File: src/hdl/alarm_timer_queue_unit_assert.svh
// Assertion macros used by the alarm timer queue back end.
`ifndef ALARM_TIMER_QUEUE_UNIT_ASSERT_SVH
`define ALARM_TIMER_QUEUE_UNIT_ASSERT_SVH

// A condition that holds at every clock edge out of reset.
`define ATQ_ASSERT_ALWAYS(lbl, cond) \
  lbl: assert property (@(posedge clk) disable iff (!rst_n) (cond)) \
    else $error("alarm timer queue invariant violated");

// A condition that, once seen, forces another one at the next edge.
`define ATQ_ASSERT_NEXT(lbl, pre, post) \
  lbl: assert property (@(posedge clk) disable iff (!rst_n) (pre) |=> (post)) \
    else $error("alarm timer queue sequencing violated");

`endif

File: src/hdl/atq_pkg.sv
// Shared types, codes and constants of the alarm timer queue.
`timescale 1ns / 1ps
package atq_pkg;

  localparam int MAX_ALARMS_DEF = 64;
  localparam int TICK_BITS = 32;
  localparam logic [31:0] TICK_MASK =
    (TICK_BITS >= 32) ? 32'hFFFF_FFFF : 32'((64'd1 << TICK_BITS) - 64'd1);

  // Request codes.
  localparam logic [2:0] OP_GET     = 3'd0;
  localparam logic [2:0] OP_SET_REL = 3'd1;
  localparam logic [2:0] OP_SET_ABS = 3'd2;
  localparam logic [2:0] OP_CANCEL  = 3'd3;
  localparam logic [2:0] OP_POP     = 3'd4;
  localparam logic [2:0] OP_FIRE    = 3'd5;

  // Status codes.
  localparam logic [2:0] STAT_OK         = 3'd0;
  localparam logic [2:0] STAT_BAD_ID     = 3'd1;
  localparam logic [2:0] STAT_NOT_ACTIVE = 3'd2;
  localparam logic [2:0] STAT_ALREADY    = 3'd3;
  localparam logic [2:0] STAT_BAD_VALUE  = 3'd4;
  localparam logic [2:0] STAT_EMPTY      = 3'd5;

  // Configuration register indexes.
  localparam logic [1:0] CFG_ID_LIMIT    = 2'd0;
  localparam logic [1:0] CFG_MAX_ALLOWED = 2'd1;
  localparam logic [1:0] CFG_MIN_CYCLE   = 2'd2;

  // A classified request as it travels from the front to the back.
  typedef struct packed {
    logic [2:0]  op;
    logic        op_bad;
    logic        id_bad;
    logic        val_bad;
    logic [7:0]  id;
    logic [31:0] cur;
    logic [31:0] expiry;
    logic [31:0] cycle;
  } atq_req_t;

endpackage

File: src/hdl/atq_mod.sv
// Restoring remainder unit, one quotient bit per cycle.
`timescale 1ns / 1ps
module atq_mod (
  input  logic        clk,
  input  logic        rst_n,
  input  logic        start,
  input  logic [31:0] x,
  input  logic [32:0] m,
  output logic        busy,
  output logic        done,
  output logic [31:0] rem
);
  logic        busy_r;
  logic        done_r;
  logic [4:0]  cnt_r;
  logic [31:0] x_r;
  logic [31:0] r_r;
  logic [32:0] trial;
  logic [32:0] r_nxt;

  // Shift in the next dividend bit and subtract when it fits.
  always_comb begin
    trial = {r_r, x_r[31]};
    if (trial >= m) begin
      r_nxt = trial - m;
    end else begin
      r_nxt = trial;
    end
  end

  always_ff @(posedge clk) begin
    if (!rst_n) begin
      busy_r <= 1'b0;
      done_r <= 1'b0;
      cnt_r  <= '0;
    end else begin
      // Done pulses for one cycle after the last bit.
      done_r <= busy_r && (cnt_r == 5'd0);
      if (!busy_r && start) begin
        busy_r <= 1'b1;
        cnt_r  <= 5'd31;
        x_r    <= x;
        r_r    <= '0;
      end else if (busy_r) begin
        r_r   <= r_nxt[31:0];
        x_r   <= {x_r[30:0], 1'b0};
        cnt_r <= cnt_r - 5'd1;
        if (cnt_r == 5'd0) begin
          busy_r <= 1'b0;
        end
      end
    end
  end

  assign busy = busy_r;
  assign done = done_r;
  assign rem  = r_r;
endmodule

File: src/hdl/atq_front.sv
// Front end: takes a request word, reduces the counter and classifies it.
`timescale 1ns / 1ps
module atq_front #(
  parameter int MAX_ALARMS = atq_pkg::MAX_ALARMS_DEF
) (
  input  logic             clk,
  input  logic             rst_n,
  input  logic             in_valid,
  output logic             in_stall,
  input  logic [2:0]       in_op,
  input  logic [7:0]       in_timer_id,
  input  logic [31:0]      in_value,
  input  logic [31:0]      in_cycle,
  input  logic [31:0]      in_current,
  input  logic [6:0]       id_limit,
  input  logic [31:0]      max_eff,
  input  logic [31:0]      min_cycle,
  input  logic             fifo_full,
  output logic             push,
  output atq_pkg::atq_req_t push_req
);
  import atq_pkg::*;

  localparam logic [1:0] F_IDLE = 2'd0;
  localparam logic [1:0] F_NORM = 2'd1;
  localparam logic [1:0] F_DIV  = 2'd2;
  localparam logic [1:0] F_PUSH = 2'd3;

  logic [1:0]  state_r;
  logic [2:0]  op_r;
  logic [7:0]  id_r;
  logic [31:0] val_r;
  logic [31:0] cyc_r;
  logic [31:0] cur_r;
  logic [31:0] curn_r;
  logic [32:0] m;
  logic [32:0] cur_less;
  logic        fast_ok;
  logic [31:0] fast_cur;
  logic        div_busy;
  logic        div_done;
  logic [31:0] div_rem;
  logic        div_start;
  logic [32:0] rel_sum;
  logic [31:0] rel_exp;
  logic        cyc_bad;

  assign m = {1'b0, max_eff} + 33'd1;

  // Counters below twice the modulus reduce with one subtraction.
  always_comb begin
    cur_less = {1'b0, cur_r} - m;
    fast_ok  = 1'b1;
    fast_cur = cur_r;
    if ({1'b0, cur_r} >= m) begin
      fast_cur = cur_less[31:0];
      fast_ok  = (cur_less < m);
    end
  end

  assign div_start = (state_r == F_NORM) && !fast_ok;

  atq_mod u_mod (
    .clk   (clk),
    .rst_n (rst_n),
    .start (div_start),
    .x     (cur_r),
    .m     (m),
    .busy  (div_busy),
    .done  (div_done),
    .rem   (div_rem)
  );

  // Request sequencing.
  always_ff @(posedge clk) begin
    if (!rst_n) begin
      state_r <= F_IDLE;
    end else begin
      unique case (state_r)
        F_IDLE: begin
          if (in_valid) begin
            op_r    <= in_op;
            id_r    <= in_timer_id;
            val_r   <= in_value;
            cyc_r   <= in_cycle;
            cur_r   <= in_current;
            state_r <= F_NORM;
          end
        end
        F_NORM: begin
          if (fast_ok) begin
            curn_r  <= fast_cur;
            state_r <= F_PUSH;
          end else begin
            state_r <= F_DIV;
          end
        end
        F_DIV: begin
          if (div_done && !div_busy) begin
            curn_r  <= div_rem;
            state_r <= F_PUSH;
          end
        end
        F_PUSH: begin
          if (!fifo_full) begin
            state_r <= F_IDLE;
          end
        end
        default: state_r <= F_IDLE;
      endcase
    end
  end

  // Relative expiry; the sum stays below twice the modulus for legal increments.
  always_comb begin
    rel_sum = {1'b0, curn_r} + {1'b0, val_r};
    if (rel_sum >= m) begin
      rel_sum = rel_sum - m;
    end
    rel_exp = rel_sum[31:0];
  end

  assign cyc_bad = ((cyc_r != 32'd0) && (cyc_r < min_cycle)) || (cyc_r > max_eff);

  // Classification of the held word.
  always_comb begin
    push_req.op      = op_r;
    push_req.op_bad  = (op_r > OP_FIRE);
    push_req.id_bad  = ({1'b0, id_r} >= {2'b00, id_limit}) ||
                       ({1'b0, id_r} >= 9'(MAX_ALARMS));
    push_req.id      = id_r;
    push_req.cur     = curn_r;
    push_req.cycle   = cyc_r;
    push_req.expiry  = val_r;
    push_req.val_bad = cyc_bad || (val_r > max_eff);
    case (op_r)
      OP_SET_REL: begin
        push_req.expiry  = rel_exp;
        push_req.val_bad = cyc_bad || (val_r == 32'd0) || (val_r > max_eff);
      end
      OP_FIRE: begin
        push_req.expiry = curn_r;
        push_req.cycle  = 32'd0;
      end
      default: begin
      end
    endcase
  end

  assign push     = (state_r == F_PUSH) && !fifo_full;
  assign in_stall = (state_r != F_IDLE);
endmodule

File: config.mk
export PLATFORM = sky130hd
export DESIGN_NAME = atq_front
export DESIGN_NICKNAME = d
export VERILOG_FILES = /design/src/hdl/alarm_timer_queue_unit_assert.svh /design/src/hdl/atq_pkg.sv /design/src/hdl/atq_mod.sv /design/src/hdl/atq_front.sv
export SDC_FILE = /design/constraint.sdc
export NUM_CORES = 1
export LEC_CHECK = 0
export BUFFER_PORTS_ARGS = -buffer_cell sky130_fd_sc_hd__buf_4
export CAP_MARGIN = 10
export CORE_UTILIZATION = 60
export CTS_CLUSTER_DIAMETER = 80
export CTS_CLUSTER_SIZE = 16
export DETAILED_ROUTE_END_ITERATION = 12
export PLACE_DENSITY = 0.83
export SETUP_SLACK_MARGIN = 0.5
export SYNTH_ARGS = -nofsm -noshare
export SYNTH_HDL_FRONTEND = slang
export SYNTH_SLANG_ARGS = --single-unit
File: constraint.sdc
create_clock -name clk -period 10.29 [get_ports clk]
set_input_delay 0.5145 -clock clk [delete_from_list [all_inputs] [get_ports clk]]
set_output_delay 0.5145 -clock clk [all_outputs]
set_load 0.05 [all_outputs]
==> impl_results.md, run 1 <==
* Vias per std cell at approximately 6.6
* Number of synthesized flops with an enable pin at ~200
* Final hold vios at 0
* Vias at roughly 20k
* Cell Area, Synth at roughly 0.021 sq mm
* Required @ worst endpoint at approximately 10000 ps
* Initial DRC count at about 2.0k
* Root Driver: clkbuf_16
* Worst EP arrival at around 8900 ps
* R2r worst-path depth at 22
* Antenna Nets Post-Route at 0
* Number of distinct library cells after synthesis at about 100
* Crit path buf inv count at 1
* Clock skew at around 28 ps
* Min-delay worst type: in2reg
* Worst-path clk slew at 80 ps
* VDD IR max at ~0.00023 V
* CTS Buf Count at 19
* Fin crit period at about 9400 ps
* Crit Path Max Fanout at 24
* Placed Instance Area at 0.0233 sq mm
* Port Buffers at 293
* Wirelength per Cell at ~23 um
* Initial antenna violation count at 2
* CP Capture Type: output pin
* Fin. max-slew vios at 0
* Simple-gate share of the synthesized area at 0.172
* H-tree Lvls at 1
* WHS at 145 ps
* Total Nets Final at 2,951
* Post-Synthesis Cells at between 2k and 2.5k
* Dpl hpwl at around 55 mm
* Highest Clock Rate at roughly 0.11 GHz
* Yosys Warn Count at 0
* Power, Total at approximately 5.3 mW
* Final instance area at ~0.024 sq mm
* Crit start category: flip-flop
* Initial core utilization at 0.616
* Most common cell after layout, fill and taps aside: buf_4
* Status: finished clean
* Cell repeated most along the worst path: a21o_1
* Post-synthesis compound-gate area fraction at 0.215
* CTS tree: yes
* Max Cap Viol at 0
* R2r endpoint: u_mod.rem[31]$_SDFFCE_PP0P_
* Clk sinks at between 200 and 250
* GR Util All Layers at 0.383
* Most frequent cells in the layout: buf_4 (307), ha_1 (231), edfxtp_1 (203)
* Clock Path Buffers at 3
* Share of cells above drive strength 1 at 0.164
* RR Startpoint: cur_r[1]$_DFFE_PP_
* Syn_area_per_cell at 9.12 sq um
* Core area at 0.0339 sq mm
* Die width at about 190 um
* Row count at between 60 and 70
* First-pass detailed-route iteration total at 6
* Routed WL at 69.8 mm
* Die Ht at approximately 190 um
* Max_slew headroom at 0.184
* First-pass GRT wire length at around 110 mm
* Synthesis-stage register bit count at 212
* Delay-heaviest family, CP: compound AO/OA/AOI/OAI gates
* Die ar. at about 0.036 sq mm
* Fillers at 2,625
* CTS resizes at 0
* Overflow after GRT at 0
* Pwr/cell area at 223 mW/mm^2
* Clk Latency, worst-skew pair at around 540 ps
* DRC viols at 0
* Worst hold path cell count at 1
* Worst slew pin tran at ~1200 ps
* Layout overhead on the synthesized area at 14.6%
* CP max stage cell: nor2_2
* Largest family of logic cells by synthesized area: compound AO/OA/AOI/OAI gates
* Cts hold-fix bufs at 0
* Crit path from: curn_r[0]$_DFFE_PP_
* Worst R2R Setup Slack at between 3000 and 4000 ps
* Predominant post-synthesis flop cell: edfxtp_1
* Setup TNS at 0 ps
* Sequential area share after synthesis at 0.301
* Leakage dissipation at about 10 nW
* Vias in the first global route at 18.5k
* Mux contribution to synthesized area at 0.0415
* Crit Path Class: reg2out
* Synthesized net count at around 2.7k
* Multi-input gate area at 0.0137 sq mm
* Worst Min Path Start: in_value[10]
* Part of the cycle the worst path needs at 0.910
* # setup viols final at 0
* Synth Area in XOR/XNOR at 0.0724
* Unrepaired setup endpoints after global routing: false
* Setup Fix Bufs, Post-CTS at 0
* Critical Path Max Stage Delay at a little under 1000 ps
* Gp weighted congestion at roughly 1.0
* Largest net degree at the start of global routing at between 60 and 70
* Final core occ at 0.706
* Hold Path Sink: val_r[10]$_DFFE_PP_
* I/O Pins at approximately 290
* Seq. cell area at 0.00628 sq mm
* Synth Area in Adders at 0.155
* Async S/R FF share, synth at 0
==> sequential cells by signal, indices dropped and copies added, names as in the netlist <==
name / count
u_mod.cnt_r: 5
curn_r: 32
cur_r: 32
u_mod.done: 1
val_r: 32
cyc_r: 32
u_mod.rem: 32
u_mod.busy: 1
u_mod.x_r: 32
op_r: 3
state_r: 2
id_r: 8
==> layout make-up <==
class                   count  area share
well taps                 448      0.0235
diodes                      2    0.000209
repair buffers            307      0.0964
flip-flops and latches    212       0.263
multi-input cells        1858       0.573
clock buffers              25      0.0208
inverters                 135      0.0212
clock inverters             6     0.00267
==> routing by layer <==
metal | global-route usage | part of all wire
met1 | 0.515 | 0.41
met4 | 0.174 | 0.052
met2 | 0.615 | 0.45
met5 | 0 | 0
met3 | 0.0484 | 0.096
==> Yosys cell counts, types with 12 or more instances <==
library cell | n | area [sq um]
ha_1 | 232 | 2900
edfxtp_1 | 203 | 6100
a21oi_1 | 162 | 811
o21ai_0 | 156 | 781
nand2_1 | 144 | 541
nor2_1 | 133 | 499
inv_1 | 127 | 477
xnor2_1 | 111 | 972
a21o_1 | 69 | 518
and2_1 | 54 | 338
nand3_1 | 52 | 260
clkbuf_1 | 49 | 184
nand4_1 | 48 | 300
nor3_1 | 42 | 210
mux2i_1 | 41 | 410
a211oi_1 | 39 | 293
o21a_1 | 37 | 278
xor2_1 | 37 | 324
nor4_1 | 35 | 219
nor2b_1 | 34 | 213
and3_1 | 33 | 206
nand2b_1 | 33 | 206
a31oi_1 | 29 | 181
or3_1 | 27 | 169
mux2_2 | 24 | 270
maj3_1 | 23 | 230
o21bai_1 | 17 | 128
o31ai_1 | 16 | 120
buf_2 | 13 | 65.1
a211o_1 | 12 | 105
o211ai_1 | 12 | 90.1
==> worst reg2reg max path, delay by kind of cell (launching register included) <==
kind / cells / cell delay (ps)
AOI/OAI and AO/OA: 12 / 3140
xor gates and xnor gates: 1 / 110
adders and majority gates: 2 / 680
buffers and inverters: 1 / 560
DFF: 1 / 500
and+or+nand+nor: 6 / 1360
==> through the flow <==
| step | setup slack (ps) | cells |
|---|---|---|
| 2_1_floorplan | 1670 | 2287 |
| 3_3_place_gp | 1770 | 2960 |
| 3_5_place_dp | 1700 | 2960 |
| 4_1_cts | 1100 | 2991 |
| 5_1_grt | 582 | 2992 |
| 6_report | 925 | 2993 |
==> kinds of logic after synthesis <==
family | after synthesis
adder cells (fa/ha/maj) | 260
AND/OR/NAND/NOR | 685
XOR/XNOR | 158
multiplexers | 78
buffers and inverters | 217
AO/OA/AOI/OAI | 677
flip-flops | 212
==> power breakdown <==
part / internal [mW] / leakage (nW) / switching [mW] / total (mW)
sequential: 1.17 / 1.94 / 0.179 / 1.34
combinational: 1.24 / 7.91 / 2.06 / 3.30
clock: 0.349 / 0.273 / 0.342 / 0.690
total: 2.75 / 10.1 / 2.58 / 5.34
==> worst max-delay path by stage <==
stage                     cells after the start             endpoint
final                                        28         push_req[47]
after global routing                         28         push_req[47]
after CTS                                    28         push_req[47]
after detailed placement                     28         push_req[47]
after global placement                       28         push_req[47]
after floorplan                              32  curn_r[0]$_DFFE_PP_
(Power assumes the default switching activity.)
==> inputs of run 2 (changes only) <==
- REMOVE_ABC_BUFFERS: unset -> 1
==> run 2 against run 1 <==
Non-clock buffer count is 2 higher; global-route usage is 0.31 points lower; routed wire length is 0.90% lower; setup slack better by 250 ps; largest power group unchanged.
==> impl_results.md, run 2 (same netlist as run 1, synthesis figures left out) <==
* Status: finished clean
* Crit start category: flip-flop
* Fin crit period at 9120 ps (-248 ps)
* Antenna Nets Post-Route at 0 (unchanged)
* Dpl hpwl at 55.1 mm (-0.26%)
* # setup viols final at 0 (unchanged)
* CP max stage cell: nor2_2
* WHS at 137 ps (-7.98 ps)
* Vias in the first global route at 18.6k (+0.49%)
* Wirelength per Cell at 23.1 um (-0.90%)
* Setup TNS at 0 ps (unchanged)
* Port Buffers at 293 (unchanged)
* Fin. max-slew vios at 0 (unchanged)
* Largest net degree at the start of global routing at 66 (unchanged)
* Root Driver: clkbuf_16
* CP Capture Type: output pin
* Die ar. at 0.0355 sq mm (unchanged)
* Max_slew headroom at 0.205 (+0.0212)
* Worst EP arrival at 8600 ps (-250 ps)
* Row count at 67 (unchanged)
* Share of cells above drive strength 1 at 0.164 (about the same)
* Clk Latency, worst-skew pair at 550 ps (about the same)
* DRC viols at 0 (unchanged)
* Required @ worst endpoint at 9780 ps (about the same)
* Crit Path Max Fanout at 22 (-8.3%)
* Max Cap Viol at 0 (unchanged)
* GR Util All Layers at 0.379 (-0.00305)
* Fillers at 2,606 (-0.72%)
* Most frequent cells in the layout: buf_4 (309), ha_1 (231), edfxtp_1 (203)
* Min-delay worst type: in2reg
* Pwr/cell area at 221 mW/mm^2 (-0.95%)
* Total Nets Final at 2,952 (+0.034%)
* Vias per std cell at 6.54 (-0.73%)
* Die Ht at 188 um (unchanged)
* VDD IR max at 0.000316 V (+35%)
* CTS Buf Count at 18 (-1)
* Overflow after GRT at 0 (unchanged)
* First-pass detailed-route iteration total at 6 (unchanged)
* CTS tree: yes
* Initial DRC count at 1,810 (-8.6%)
* H-tree Lvls at 1 (unchanged)
* Most common cell after layout, fill and taps aside: buf_4
* Initial core utilization at 0.616 (unchanged)
* I/O Pins at 294 (unchanged)
* Initial antenna violation count at 1 (-1)
* Layout overhead on the synthesized area at 14.6% (about the same)
* Clock Path Buffers at 3 (unchanged)
* Finished Layout Cells at 2,993 (unchanged)
* Core area at 0.0339 sq mm (unchanged)
* Worst-path clk slew at 70 ps (about the same)
* First-pass GRT wire length at 104 mm (-0.77%)
* Placed cells at 2,962 (+0.068%)
* Gp weighted congestion at 1.01 (+0.48%)
* Part of the cycle the worst path needs at 0.886 (-0.0241)
* Setup Fix Bufs, Post-CTS at 0 (unchanged)
* Final core occ at 0.705 (about the same)
* Highest Clock Rate at 0.110 GHz (+2.7%)
* CTS resizes at 0 (unchanged)
* Clock skew at 31.2 ps (+3.31 ps)
* Clk sinks at 212 (unchanged)
* Cts hold-fix bufs at 0 (unchanged)
* Crit Path Class: reg2out
* Leakage dissipation at 10.1 nW (about the same)
* Unrepaired setup endpoints after global routing: false
* Critical Path Max Stage Delay at 610 ps (-360 ps)
* Worst slew pin tran at 1190 ps (-33.0 ps)
* Die width at 188 um (unchanged)
* Cell repeated most along the worst path: a21o_1
* Vias at 19.6k (-0.73%)
* Final hold vios at 0 (unchanged)
* Routed WL at 69.1 mm (-0.90%)
-- run 2: through the flow --
stage / power, mW / area [sq um] / worst slack, ps
6_report: 5.28 / 23900 / 1170
2_1_floorplan: 3.62 / 20500 / 1640
3_3_place_gp: 4.47 / 23300 / 2030
3_5_place_dp: 4.53 / 23300 / 1670
4_1_cts: 5.21 / 23900 / 1340
5_1_grt: 5.56 / 23900 / 757
-- run 2: where the power goes --
group	internal [mW]	total, mW	switching, mW
logic	1.23	3.27	2.04
registers	1.17	1.35	0.182
clock network	0.332	0.665	0.333
-- run 2: layout make-up --
cell class	instances	area, sq um	share of cell area
repair buffers	309	2320	0.0971
flip-flops and latches	212	6280	0.263
diodes	1	2.50	0.000105
inverters	135	507	0.0212
multi-input cells	1858	13700	0.573
clock inverters	6	67.6	0.00283
clock buffers	24	473	0.0198
well taps	448	561	0.0235
-- run 2: routing by layer --
metal | GRT usage | routed length, um | part of all wire
met4 | 0.169 | 3430 | 0.050
met3 | 0.0460 | 5960 | 0.086
met5 | 0 | 0 | 0
met1 | 0.512 | 28800 | 0.42
met2 | 0.612 | 30900 | 0.45
-- run 2: critical path, delay by kind of cell, from the launching register on --
family	cells	cell delay [ps]
simple gates	7	1570
fa+ha+maj	3	1010
compound gates	17	4450
flops	1	430
buf+inv	2	590
-- run 2: final timing paths --
check | startpoint | to | slack, ps | cells past startpoint
max | curn_r[0]$_DFFE_PP_ | push_req[47] | 1170 | 29
min | in_timer_id[7] | id_r[7]$_DFFE_PP_ | 140 | 1
max reg2reg | cur_r[1]$_DFFE_PP_ | u_mod.x_r[4]$_DFFE_PP_ | 3340 | 22
min reg2reg | u_mod.cnt_r[0]$_SDFFE_PN0P_ | u_mod.cnt_r[0]$_SDFFE_PN0P_ | 540 | 1
