[config.mk]
export PLATFORM = sky130hd
export DESIGN_NAME = atq_fifo
export DESIGN_NICKNAME = d
export VERILOG_FILES = /design/src/hdl/alarm_timer_queue_unit_assert.svh /design/src/hdl/atq_pkg.sv /design/src/hdl/atq_fifo.sv
export SDC_FILE = /design/constraint.sdc
export NUM_CORES = 1
export LEC_CHECK = 0
export ABC_CLOCK_PERIOD_IN_PS = 15000
export BUFFER_PORTS_ARGS = -buffer_cell sky130_fd_sc_hd__buf_2
export CAP_MARGIN = 10
export CORE_ASPECT_RATIO = 0.75
export CORE_UTILIZATION = 56
export DETAILED_ROUTE_END_ITERATION = 8
export PLACE_DENSITY = 0.88
export SYNTH_ARGS = -nofsm -noshare
export SYNTH_HDL_FRONTEND = slang
export SYNTH_SLANG_ARGS = --single-unit
[constraint.sdc]
create_clock -name clk -period 15 [get_ports clk]
set_clock_uncertainty 0.15 [all_clocks]
set_input_delay 2.25 -clock clk [delete_from_list [all_inputs] [get_ports clk]]
set_output_delay 2.25 -clock clk [all_outputs]
set_load 0.05 [all_outputs]
[src/hdl/alarm_timer_queue_unit_assert.svh]
// Assertion macros used by the alarm timer queue back end.
`ifndef ALARM_TIMER_QUEUE_UNIT_ASSERT_SVH
`define ALARM_TIMER_QUEUE_UNIT_ASSERT_SVH

// A condition that holds at every clock edge out of reset.
`define ATQ_ASSERT_ALWAYS(lbl, cond) \
  lbl: assert property (@(posedge clk) disable iff (!rst_n) (cond)) \
    else $error("alarm timer queue invariant violated");

// A condition that, once seen, forces another one at the next edge.
`define ATQ_ASSERT_NEXT(lbl, pre, post) \
  lbl: assert property (@(posedge clk) disable iff (!rst_n) (pre) |=> (post)) \
    else $error("alarm timer queue sequencing violated");

`endif

[src/hdl/atq_pkg.sv]
// Shared types, codes and constants of the alarm timer queue.
`timescale 1ns / 1ps
package atq_pkg;

  localparam int MAX_ALARMS_DEF = 64;
  localparam int TICK_BITS = 32;
  localparam logic [31:0] TICK_MASK =
    (TICK_BITS >= 32) ? 32'hFFFF_FFFF : 32'((64'd1 << TICK_BITS) - 64'd1);

  // Request codes.
  localparam logic [2:0] OP_GET     = 3'd0;
  localparam logic [2:0] OP_SET_REL = 3'd1;
  localparam logic [2:0] OP_SET_ABS = 3'd2;
  localparam logic [2:0] OP_CANCEL  = 3'd3;
  localparam logic [2:0] OP_POP     = 3'd4;
  localparam logic [2:0] OP_FIRE    = 3'd5;

  // Status codes.
  localparam logic [2:0] STAT_OK         = 3'd0;
  localparam logic [2:0] STAT_BAD_ID     = 3'd1;
  localparam logic [2:0] STAT_NOT_ACTIVE = 3'd2;
  localparam logic [2:0] STAT_ALREADY    = 3'd3;
  localparam logic [2:0] STAT_BAD_VALUE  = 3'd4;
  localparam logic [2:0] STAT_EMPTY      = 3'd5;

  // Configuration register indexes.
  localparam logic [1:0] CFG_ID_LIMIT    = 2'd0;
  localparam logic [1:0] CFG_MAX_ALLOWED = 2'd1;
  localparam logic [1:0] CFG_MIN_CYCLE   = 2'd2;

  // A classified request as it travels from the front to the back.
  typedef struct packed {
    logic [2:0]  op;
    logic        op_bad;
    logic        id_bad;
    logic        val_bad;
    logic [7:0]  id;
    logic [31:0] cur;
    logic [31:0] expiry;
    logic [31:0] cycle;
  } atq_req_t;

endpackage

[src/hdl/atq_fifo.sv]
// Two-entry queue of classified requests between front and back.
`timescale 1ns / 1ps
module atq_fifo (
  input  logic              clk,
  input  logic              rst_n,
  input  logic              push,
  input  atq_pkg::atq_req_t din,
  input  logic              pop,
  output atq_pkg::atq_req_t dout,
  output logic              empty,
  output logic              full
);
  import atq_pkg::*;

  atq_req_t   slot_r [2];
  logic       wptr_r;
  logic       rptr_r;
  logic [1:0] count_r;

  always_ff @(posedge clk) begin
    if (!rst_n) begin
      wptr_r  <= 1'b0;
      rptr_r  <= 1'b0;
      count_r <= 2'd0;
    end else begin
      if (push) begin
        slot_r[wptr_r] <= din;
        wptr_r         <= ~wptr_r;
      end
      if (pop) begin
        rptr_r <= ~rptr_r;
      end
      count_r <= count_r + {1'b0, push} - {1'b0, pop};
    end
  end

  assign dout  = slot_r[rptr_r];
  assign empty = (count_r == 2'd0);
  assign full  = (count_r == 2'd2);
endmodule

==> results.md, run 1 <==
* Leakage at 3.771 nW
* Area leader, netlist: edfxtp_1
* Area growth, synth to finish at 23.62%
* Setup ws final at 9.926 ns
* Drt via density at 5.186
* Met3 routed WL at 1.159 mm
* Nets@finish at 720
* GRT Overall Usage at 0.1957
* Setup bufs post-CTS at 0
* DP Cell Count at 776
* Clock buffer depth at 3
* Vias at 4206
* Fin crit period at 5.074 ns
* Post-Syn Area at 0.008202 mm²
* P_sw at 0.3657 mW
* RD Place Congestion at 0.7219
* Yosys warns at 0
* Max Used Layer: met5
* MaxCap Viol Count at 0
* Crit-path max FO at 82
* Remaining antenna violation count after routing at 0
* Num CTS Buffers at 21
* Net Count, Synth at 480
* Router iterations before antenna repair at 5
* Initial DRC Count at 186
* Post-DP HPWL at 9.450 mm
* Top cells by count, synth: edfxtp_1, mux2_2, buf_6
* Cell variety after synth at 14
* Final instance count without filler cells at 811
* Worst-margin pin slew at 1.167 ns
* Post_cts resized at 0
* Top FF cell, synth: edfxtp_1
* Vias in the first global route at 4328
* Site Rows at 37
* CTS tree: done
* Synthesized instance count at 364
* Final hold violation count at 0
* Slew Viols, Final at 0
* Post-Syn Area per Cell at 22.53 µm²
* Worst min path class: reg2reg
* Comb pwr share at 0.147
* Status: finished, final reports clean
* CP Data Required Time at 12.60 ns
* Fillers at 872
* Initial antenna violation count at 2
* Final period utilization at 0.3383
* Synth top area cells: edfxtp_1, mux2_2, buf_6, dfxtp_1, and2_1
* Sw Share at 0.2537
* Worst hold margin at 0.4772 ns
* Die width at 141.7 µm
* Die height at 106.8 µm
* H-tree depth at 1
* Initial Utilization at 0.5866
* Internal power at 1.076 mW
* Hold buffers post-CTS at 0
* Clock-pin slew on the worst setup and hold paths at 0.06 ns
* Startpoint type of the worst setup path: flop
* Flops & latches, synth at 225
* RSZ-0062 raised after global routing: no
* Reg power frac at 0.505
* Drt wl/cell at 18.27 µm
* CTS sink cnt at 225
* Metal2 WL at 7.337 mm
* Drt total wl at 14.82 mm
* Setup TNS at 0 ns
* Critical Path Sink Type: output pin
* Max-slew headroom at 0.2223
* Setup slack at placement at 10.26 ns
* First-pass GRT wire length at 22.40 mm
* Largest net degree at the start of global routing at 87
* Die ar. at 0.01514 mm²
* Number of diodes at 0
* Yosys top cell area share at 0.8055
* PwrDens at 142.2 mW/mm²
* CP Class: reg2out
* Port bufs at 225
* Residual DRC at 0
* Global route total overflow at 0
* Ratio of cells with drive above 1 in the final layout at 0.6023
* Worst skew pair latency at 0.48 ns
* Clock power share at 0.348
* Post-synthesis async set-or-reset flop share at 0
* Core area at 0.01398 mm²
* Setup violators final at 0
* Post-synth EDFFs at 220
* Io pins at 226
* Post-synthesis sequential area ratio at 0.8177
* Fmax at 197.1 MHz
* WP data arrival at 2.67 ns
* Metal-1 WL at 6.053 mm
* Max VDD drop at 0.0001261 V
* Top-count cell post-synth: edfxtp_1
* Root buffer cell: clkbuf_16
[kinds of logic after synthesis]
group | after synthesis | synth area share
flip-flops | 225 | 0.8177
buffers and inverters | 14 | 0.01663
AND/OR/NAND/NOR | 10 | 0.006712
XOR/XNOR | 3 | 0.004882
multiplexers | 110 | 0.1510
adder cells (fa/ha/maj) | 2 | 0.003051
[power groups by stage]
stage | combinational, mW | sequential (mW) | clock, mW
2_1_floorplan | 0.165 | 0.740 | 0
3_3_place_gp | 0.208 | 0.740 | 0
3_5_place_dp | 0.212 | 0.742 | 0
4_1_cts | 0.213 | 0.729 | 0.512
5_1_grt | 0.222 | 0.730 | 0.537
6_report | 0.212 | 0.728 | 0.501
[registers in the layout, indices dropped and copies added (netlist names), named ones only]
register / count
slot_r: 220
wptr_r: 1
rptr_r: 1
count_r: 2
[metal layers]
layer | global-route usage | up-vias
met5 | 0 | -
met4 | 0.04685 | 4
met3 | 0.05628 | 23
li1 | - | 1921
met1 | 0.2461 | 2080
met2 | 0.3374 | 178
[per-stage QoR]
step	util	total power, mW	instance area [µm²]
floorplan	-	0.9043	8202
global placement	0.6787	0.9473	9489
detailed placement	0.6787	0.9536	9489
CTS	0.7252	1.454	10140
global route	0.7252	1.489	10140
finish	0.7252	1.441	10140
[area by class of cell]
type                       count  area, µm²  area share
sequential                   225       6710      0.6619
multi-input combinational    125       1371      0.1353
timing repair buffer         229       1156      0.1140
clock buffer                  25      550.5     0.05430
tap                          195      244.0     0.02407
clock inverter                10      98.84    0.009749
inverter                       2      7.507   0.0007405
[placed cells by master, fill, tap and decap left out]
cell type and count:
inv_1 2, bufinv_16 2, edfxtp_1 220, ha_1 2, buf_2 225, clkinv_2 4
nand2_1 1, nor2_4 1, clkinv_1 3, dfxtp_1 4, and3_4 1, clkbuf_8 1
xnor3_1 1, nor2_1 1, clkbuf_16 21, buf_4 4, and2_1 4, clkbuf_1 3
nor2b_1 2, clkinvlp_4 1, xor2_1 2, dfxtp_4 1, mux2_2 110
[worst max-delay path, cell delays in order (launching register included)]
cell and delay, ns:
dfxtp_4 0.59, buf_4 0.86, mux2_2 0.44, buf_2 0.22
[path summary, 6_finish.rpt]
path,start,endpoint,slack [ns],cells after the start
setup / recovery,flop,dout[74],9.93,3
hold reg to reg,rptr_r,flop,0.48,2
setup reg to reg,wptr_r,slot_r[0][58],12.39,3
hold / removal,rptr_r,flop,0.48,2
Note: power is estimated with default switching activity, not from simulation.
==> run 2: changes to the inputs <==
--- a/config.mk
+++ b/config.mk
@@ -5,13 +5,13 @@
 export SDC_FILE = /design/constraint.sdc
 export NUM_CORES = 1
 export LEC_CHECK = 0
-export ABC_CLOCK_PERIOD_IN_PS = 15000
+export ABC_CLOCK_PERIOD_IN_PS = 5000
 export BUFFER_PORTS_ARGS = -buffer_cell sky130_fd_sc_hd__buf_2
 export CAP_MARGIN = 10
 export CORE_ASPECT_RATIO = 0.75
-export CORE_UTILIZATION = 56
+export CORE_UTILIZATION = 52
 export DETAILED_ROUTE_END_ITERATION = 8
-export PLACE_DENSITY = 0.88
+export PLACE_DENSITY = 0.82
 export SYNTH_ARGS = -nofsm -noshare
 export SYNTH_HDL_FRONTEND = slang
 export SYNTH_SLANG_ARGS = --single-unit
==> constraint.sdc (replaced) <==
create_clock -name clk -period 5 [get_ports clk]
set_clock_uncertainty 0.15 [all_clocks]
set_input_delay 0.75 -clock clk [delete_from_list [all_inputs] [get_ports clk]]
set_output_delay 0.75 -clock clk [all_outputs]
set_load 0.05 [all_outputs]
==> run 2 against run 1 <==
Sequential share of layout area fell by 0.86 points. Final area up 1.3%. Cell count rose by 2.0%. Sequential power increased to 3.0 times the previous value. Core utilization shrank 5.5 points. Hold slack got worse by 0.18 ns. Largest power group unchanged. Highest routed layer is now met4. Via count down 1.2%.
==> results.md, run 2 (synthesis gave the netlist of run 1 again) <==
* RR Endpoint: slot_r[0][77]
* Max VDD drop at 0.0003361 V (+170%)
* Commonest non-fill, non-tap cell in the layout: buf_2
* Remaining antenna violation count after routing at 0 (unchanged)
* Site Rows at 39 (+5.4%)
* Root buffer cell: clkbuf_16
* Drt wl/cell at 17.19 µm (-5.9%)
* Final hold violation count at 0 (unchanged)
* Vias at 4154 (-1.2%)
* Post-DP HPWL at 9.177 mm (-2.9%)
* Hold path startpoint: din[14]
* Hold buffers post-CTS at 0 (unchanged)
* Drt via density at 5.023 (-3.1%)
* First-pass GRT wire length at 21.84 mm (-2.5%)
* Fmax at 294.7 MHz
* Worst-margin pin slew at 0.9907 ns (-0.1758 ns)
* CP Data Required Time at 4.10 ns (-8.50 ns)
* Worst skew pair latency at 0.48 ns (about the same)
* DP Cell Count at 786 (+1.3%)
* Setup bufs post-CTS at 0 (unchanged)
* Critical Path, Cell by Cell: buf_16, buf_4, mux2_2, buf_2
* Core area at 0.01532 mm² (+9.6%)
* R2R cell count at 2 (-1)
* Highest-count cells in the layout ignoring fill and taps: buf_2, edfxtp_1, mux2_2
* Initial Utilization at 0.5353 (-0.05135)
* Num CTS Buffers at 22 (+4.8%)
* Placed cell area at 0.009514 mm² (+0.26%)
* CTS sink cnt at 225 (unchanged)
* Final instance count without filler cells at 827 (+2.0%)
* Final Cell Area at 0.01027 mm² (+1.3%)
* Final period utilization at 0.6787
* Leakage at 3.824 nW (+1.4%)
* Initial antenna violation count at 0 (-2)
* Clock-pin slew on the worst setup and hold paths at 0.06 ns (about the same)
* Router iterations before antenna repair at 4 (-1)
* Fin crit period at 3.394 ns
* Status: finished, final reports clean
* Slew Viols, Final at 0 (unchanged)
* Global route total overflow at 0 (unchanged)
* Hold EP: slot_r[0][14]
* Startpoint type of the worst setup path: flop
* Area growth, synth to finish at 25.25%
* Setup violators final at 0 (unchanged)
* Max-slew headroom at 0.3380 (+0.1156)
* Drt total wl at 14.22 mm (-4.0%)
* CP top delay family: buffers and inverters
* Post_cts resized at 0 (unchanged)
* Top flop regs: slot_r (220), count_r (2)
* Die width at 147.0 µm (+3.7%)
* PwrDens at 433.9 mW/mm² (+210%)
* Layout Utilization at 0.6704 (-0.05474)
* MaxCap Viol Count at 0 (unchanged)
* CTS tree: done
* Hold Path Depth at 1 (-1)
* Die height at 110.8 µm (+3.7%)
* Largest Register: slot_r
* Residual DRC at 0 (unchanged)
* R2R setup slack at 2.82 ns (-9.57 ns)
* Critical path buffer and inverter count at 3 (+1)
* Largest stage delay on the critical path at 0.72 ns (-0.14 ns)
* WP data arrival at 2.49 ns (-0.18 ns)
* Number of diodes at 0 (unchanged)
* GRT Overall Usage at 0.1725 (-0.02317)
* Largest net degree at the start of global routing at 92 (+5.7%)
* H-tree depth at 1 (unchanged)
* Slowest stage cell on the critical path: dfxtp_4
* Initial DRC Count at 133 (-28%)
* Port bufs at 225 (unchanged)
* Worst r2r src: wptr_r
* Worst min path class: in2reg
* Nets@finish at 722 (+0.28%)
* Io pins at 226 (unchanged)
* RSZ-0062 raised after global routing: no
* CP Class: reg2out
* Ratio of cells with drive above 1 in the final layout at 0.5981 (-0.004202)
* Crit-path max FO at 50 (-39%)
* Clock buffer depth at 3 (unchanged)
* Setup TNS at 0 ns (unchanged)
* Vias in the first global route at 4309 (-0.44%)
* Critical Path Sink Type: output pin
* RD Place Congestion at 0.8112 (+12%)
* Flip-flop count of the largest register after layout at 220 (unchanged)
* Die ar. at 0.01628 mm² (+7.6%)
[run 2: cell count changes in the layout (fill, tap and decap cells not counted)]
cell / change
buf_12: +1
buf_16: +1
buf_4: -1
bufinv_16: +1
clkbuf_1: +5
clkbuf_16: +2
clkinv_2: -2
clkinvlp_4: -1
[run 2: layout make-up]
cell class / count / area (µm²)
Tap cell: 205 / 256.5
Multi-Input combinational cell: 125 / 1371
Clock inverter: 8 / 111.4
Sequential cell: 225 / 6710
Fill cell: 1041 / 5050
Clock buffer: 32 / 619.3
Inverter: 2 / 7.507
Timing Repair Buffer: 230 / 1196
[run 2: through the flow]
step	setup WS (ns)	hold WS [ns]	power [mW]
after detailed placement	1.881	0.4079	2.860
after floorplan	0.7611	0.4046	2.710
after global routing	1.461	0.2716	4.603
after CTS	1.345	0.2772	4.505
after global placement	1.955	0.4077	2.842
final	1.606	0.2992	4.457
[run 2: how the worst max path moves through the flow]
| stage | to | cells after the start |
|---|---|---|
| floorplan | slot_r[0][0] | 2 |
| global placement | dout[64] | 3 |
| detailed placement | dout[71] | 3 |
| CTS | dout[71] | 3 |
| global route | dout[71] | 4 |
| finish | dout[77] | 4 |
[run 2: power by group]
part / total, mW / switching (mW) / internal [mW] / leakage [nW]
Clock: 1.63 / 0.622 / 1.01 / 0.355
Sequential: 2.19 / 0.0325 / 2.16 / 2.06
Combinational: 0.633 / 0.443 / 0.191 / 1.41
Total: 4.46 / 1.10 / 3.36 / 3.82
[run 2: routing by layer]
layer / up-vias / track usage / wire length (µm)
met5: - / 0 / 0
met1: 2020 / 0.2246 / 5967
li1: 1932 / - / -
met4: 0 / 0.04261 / 265
met3: 25 / 0.05309 / 1176
met2: 177 / 0.2844 / 6807
==> run 3: changes to the inputs <==
--- a/config.mk
+++ b/config.mk
@@ -5,13 +5,14 @@
 export SDC_FILE = /design/constraint.sdc
 export NUM_CORES = 1
 export LEC_CHECK = 0
-export ABC_CLOCK_PERIOD_IN_PS = 5000
+export ABC_AREA = 1
+export ABC_CLOCK_PERIOD_IN_PS = 3000
 export BUFFER_PORTS_ARGS = -buffer_cell sky130_fd_sc_hd__buf_2
 export CAP_MARGIN = 10
 export CORE_ASPECT_RATIO = 0.75
-export CORE_UTILIZATION = 52
+export CORE_UTILIZATION = 47
 export DETAILED_ROUTE_END_ITERATION = 8
-export PLACE_DENSITY = 0.82
+export PLACE_DENSITY = 0.78
 export SYNTH_ARGS = -nofsm -noshare
 export SYNTH_HDL_FRONTEND = slang
 export SYNTH_SLANG_ARGS = --single-unit
==> constraint.sdc (replaced) <==
create_clock -name clk -period 3 [get_ports clk]
set_clock_uncertainty 0.15 [all_clocks]
set_input_delay 0.45 -clock clk [delete_from_list [all_inputs] [get_ports clk]]
set_output_delay 0.45 -clock clk [all_outputs]
set_load 0.05 [all_outputs]
==> run 3 against run 2 <==
Hold slack got worse by 0.28 ns. Via count grew 12%. Non-clock buffer count grew 105. Die area is 17% higher. Clock power rose by 58%. First-iteration DRC count grew 53%. Worst setup slack worse by 1.3 ns. Sequential share of layout area shrank 8.0 points. Critical path depth fell by 1. Final area rose by 14%. Critical path type unchanged.
==> results.md, run 3 <==
* H-tree depth at 1 (unchanged)
* WP data arrival at 2.09 ns (-0.40 ns)
* Setup violators final at 0 (unchanged)
* Fin crit period at 2.686 ns
* Total power at 7.423 mW (+67%)
* Drt total wl at 17.24 mm (+21%)
* GRT Overall Usage at 0.1774 (+0.004870)
* Site Rows at 42 (+7.7%)
* Clock buffer depth at 3 (unchanged)
* Placed cell area at 0.009996 mm² (+5.1%)
* Die ar. at 0.01899 mm² (+17%)
* Slew Viols, Final at 0 (unchanged)
* Nets@finish at 837 (+16%)
* RSZ-0062 raised after global routing: no
* Setup bufs post-CTS at 0 (unchanged)
* Hold buffers post-CTS at 104 (+104)
* CP Data Required Time at 2.40 ns (-1.70 ns)
* Top cells by count, synth: edfxtp_1, mux2_4, buf_12, mux2_2, inv_1
* Synthesized instance count at 374 (+2.7%)
* CP Class: reg2out
* Drt via density at 4.763 (-5.2%)
* Die height at 119.6 µm (+8.0%)
* Root buffer cell: clkbuf_16
* Post-synth EDFFs at 220 (unchanged)
* Router iterations before antenna repair at 4 (unchanged)
* Leakage at 4.627 nW (+21%)
* CTS tree: done
* Fmax at 372.3 MHz
* Largest Register: slot_r
* Largest net degree at the start of global routing at 87 (-5.4%)
* Clock-pin slew on the worst setup and hold paths at 0.07 ns (about the same)
* Synth top area cells: edfxtp_1, mux2_4, buf_12, mux2_2, dfxtp_1
* Final hold violation count at 0 (unchanged)
* Critical Path Sink Type: output pin
* Largest stage delay on the critical path at 0.42 ns (-0.30 ns)
* Initial DRC Count at 204 (+53%)
* Post_cts resized at 0 (unchanged)
* R2R cell count at 4 (+2)
* Ratio of cells with drive above 1 in the final layout at 0.5048 (-0.09331)
* Yosys top cell area share at 0.7623 (-0.04315)
* Top FF cell, synth: edfxtp_1
* Crit-path max FO at 86 (+72%)
* Post-Syn Area per Cell at 23.17 µm² (+2.8%)
* Worst skew pair latency at 0.49 ns (about the same)
* Io pins at 226 (unchanged)
* CTS sink cnt at 225 (unchanged)
* Post-Syn Area at 0.008666 mm² (+5.7%)
* Final period utilization at 0.8953
* Vias at 4653 (+12%)
* Slowest stage cell on the critical path: buf_12
* Commonest non-fill, non-tap cell in the layout: buf_2
* Top flop regs: slot_r (220), count_r (2)
* Status: finished, final reports clean
* Post-synthesis async set-or-reset flop share at 0 (unchanged)
* Yosys warns at 0 (unchanged)
* PwrDens at 634.3 mW/mm² (+46%)
* MaxCap Viol Count at 0 (unchanged)
* RD Place Congestion at 0.7711 (-4.9%)
* Vias in the first global route at 5043 (+17%)
* Net Count, Synth at 490 (+2.1%)
* Worst min path class: in2reg
* Number of diodes at 0 (unchanged)
* Hold Path Depth at 1 (unchanged)
* Startpoint type of the worst setup path: flop
* Remaining antenna violation count after routing at 0 (unchanged)
* Final Cell Area at 0.01170 mm² (+14%)
* Flip-flop count of the largest register after layout at 220 (unchanged)
* Area leader, netlist: edfxtp_1
* Initial Utilization at 0.4850 (-0.05026)
* Num CTS Buffers at 22 (unchanged)
* Area growth, synth to finish at 35.04%
* Post-synthesis sequential area ratio at 0.7739 (-0.04380)
* Cell variety after synth at 15 (+1)
* Critical Path, Cell by Cell: buf_12, mux2_2, buf_2
* Port bufs at 225 (unchanged)
* Drt wl/cell at 17.65 µm (+2.7%)
* Global route total overflow at 0 (unchanged)
* Residual DRC at 0 (unchanged)
* Flops & latches, synth at 225 (unchanged)
* Top-count cell post-synth: edfxtp_1
* Max VDD drop at 0.0004572 V (+36%)
* Initial antenna violation count at 0 (unchanged)
* Post-DP HPWL at 10.15 mm (+11%)
* Highest-count cells in the layout ignoring fill and taps: buf_2, edfxtp_1, dlygate4sd3_1
* Die width at 158.8 µm (+8.0%)
* Max-slew headroom at 0.5044 (+0.1664)
* Core area at 0.01787 mm² (+17%)
* Worst-margin pin slew at 0.7434 ns (-0.2473 ns)
* First-pass GRT wire length at 26.05 mm (+19%)
## run 3: cell types whose count changed in the layout (fill, tap and decap cells not counted), moves of 2 or more
cell,delta
mux2_4,+100
buf_12,+3
dlygate4sd3_1,+104
mux2_2,-100
xor2_1,-2
bufinv_16,-2
and2_1,-4
nor2_1,+4
a21oi_1,+2
nand2_1,+5
inv_1,+6
nor2b_1,-2
## run 3: kinds of logic after synthesis
family                   synth area share
adder cells (fa/ha/maj)          0.002887
multiplexers                       0.1863
AND/OR/NAND/NOR                  0.006351
flip-flops                         0.7739
buffers and inverters             0.02844
XOR/XNOR                         0.001011
AO/OA/AOI/OAI                    0.001155
## run 3: stage by stage
stage / instances / hold WS (ns) / worst slack [ns] / utilization / setup TNS, ns
final: 977 / 0.01970 / 0.3141 / 0.6550 / 0
after global placement: 835 / 0.3004 / 0.9200 / 0.5595 / 0
after CTS: 977 / 0.0006744 / 0.3583 / 0.6550 / 0
after global routing: 977 / 0.01050 / 0.3267 / 0.6550 / 0
after floorplan: 374 / 0.2937 / -0.7540 / - / -82.94
after detailed placement: 835 / 0.3151 / 0.8958 / 0.5595 / 0
## run 3: final cells by class
type                       count  area, µm²
multi-input combinational    129       1732
timing repair buffer         335       2262
clock buffer                  31      605.6
sequential                   225       6710
tap                          242      302.8
clock inverter                 7      60.06
inverter                       8      30.03
fill                        1213       6165
## run 3: critical path: cells and delay by family (launching register included)
kind	cells	cell delay [ns]
buffers and inverters	2	0.63
muxes	1	0.42
DFF	1	0.36
## run 3: worst paths after layout
| check | startpoint | to | slack [ns] |
|---|---|---|---|
| setup / recovery | flop | dout[2] | 0.31 |
| hold / removal | din[3] | slot_r[0][3] | 0.02 |
| setup reg to reg | wptr_r | slot_r[0][30] | 1.21 |
| hold reg to reg | wptr_r | wptr_r | 0.33 |
## run 3: metal layers
metal  GRT usage  wire length, µm  vias to the layer above
li1            -                -                     2162
met1      0.2149             7278                     2277
met5           0                0                        -
met3     0.04701             1108                       23
met4     0.04612              317                        0
met2      0.3147             8539                      191
## run 3: power breakdown
part	leakage, nW	internal [mW]	total (mW)	switching, mW
sequential	2.06	3.57	3.61	0.0322
combinational	2.24	0.462	1.25	0.784
clock	0.324	1.49	2.57	1.08
total	4.63	5.53	7.42	1.90
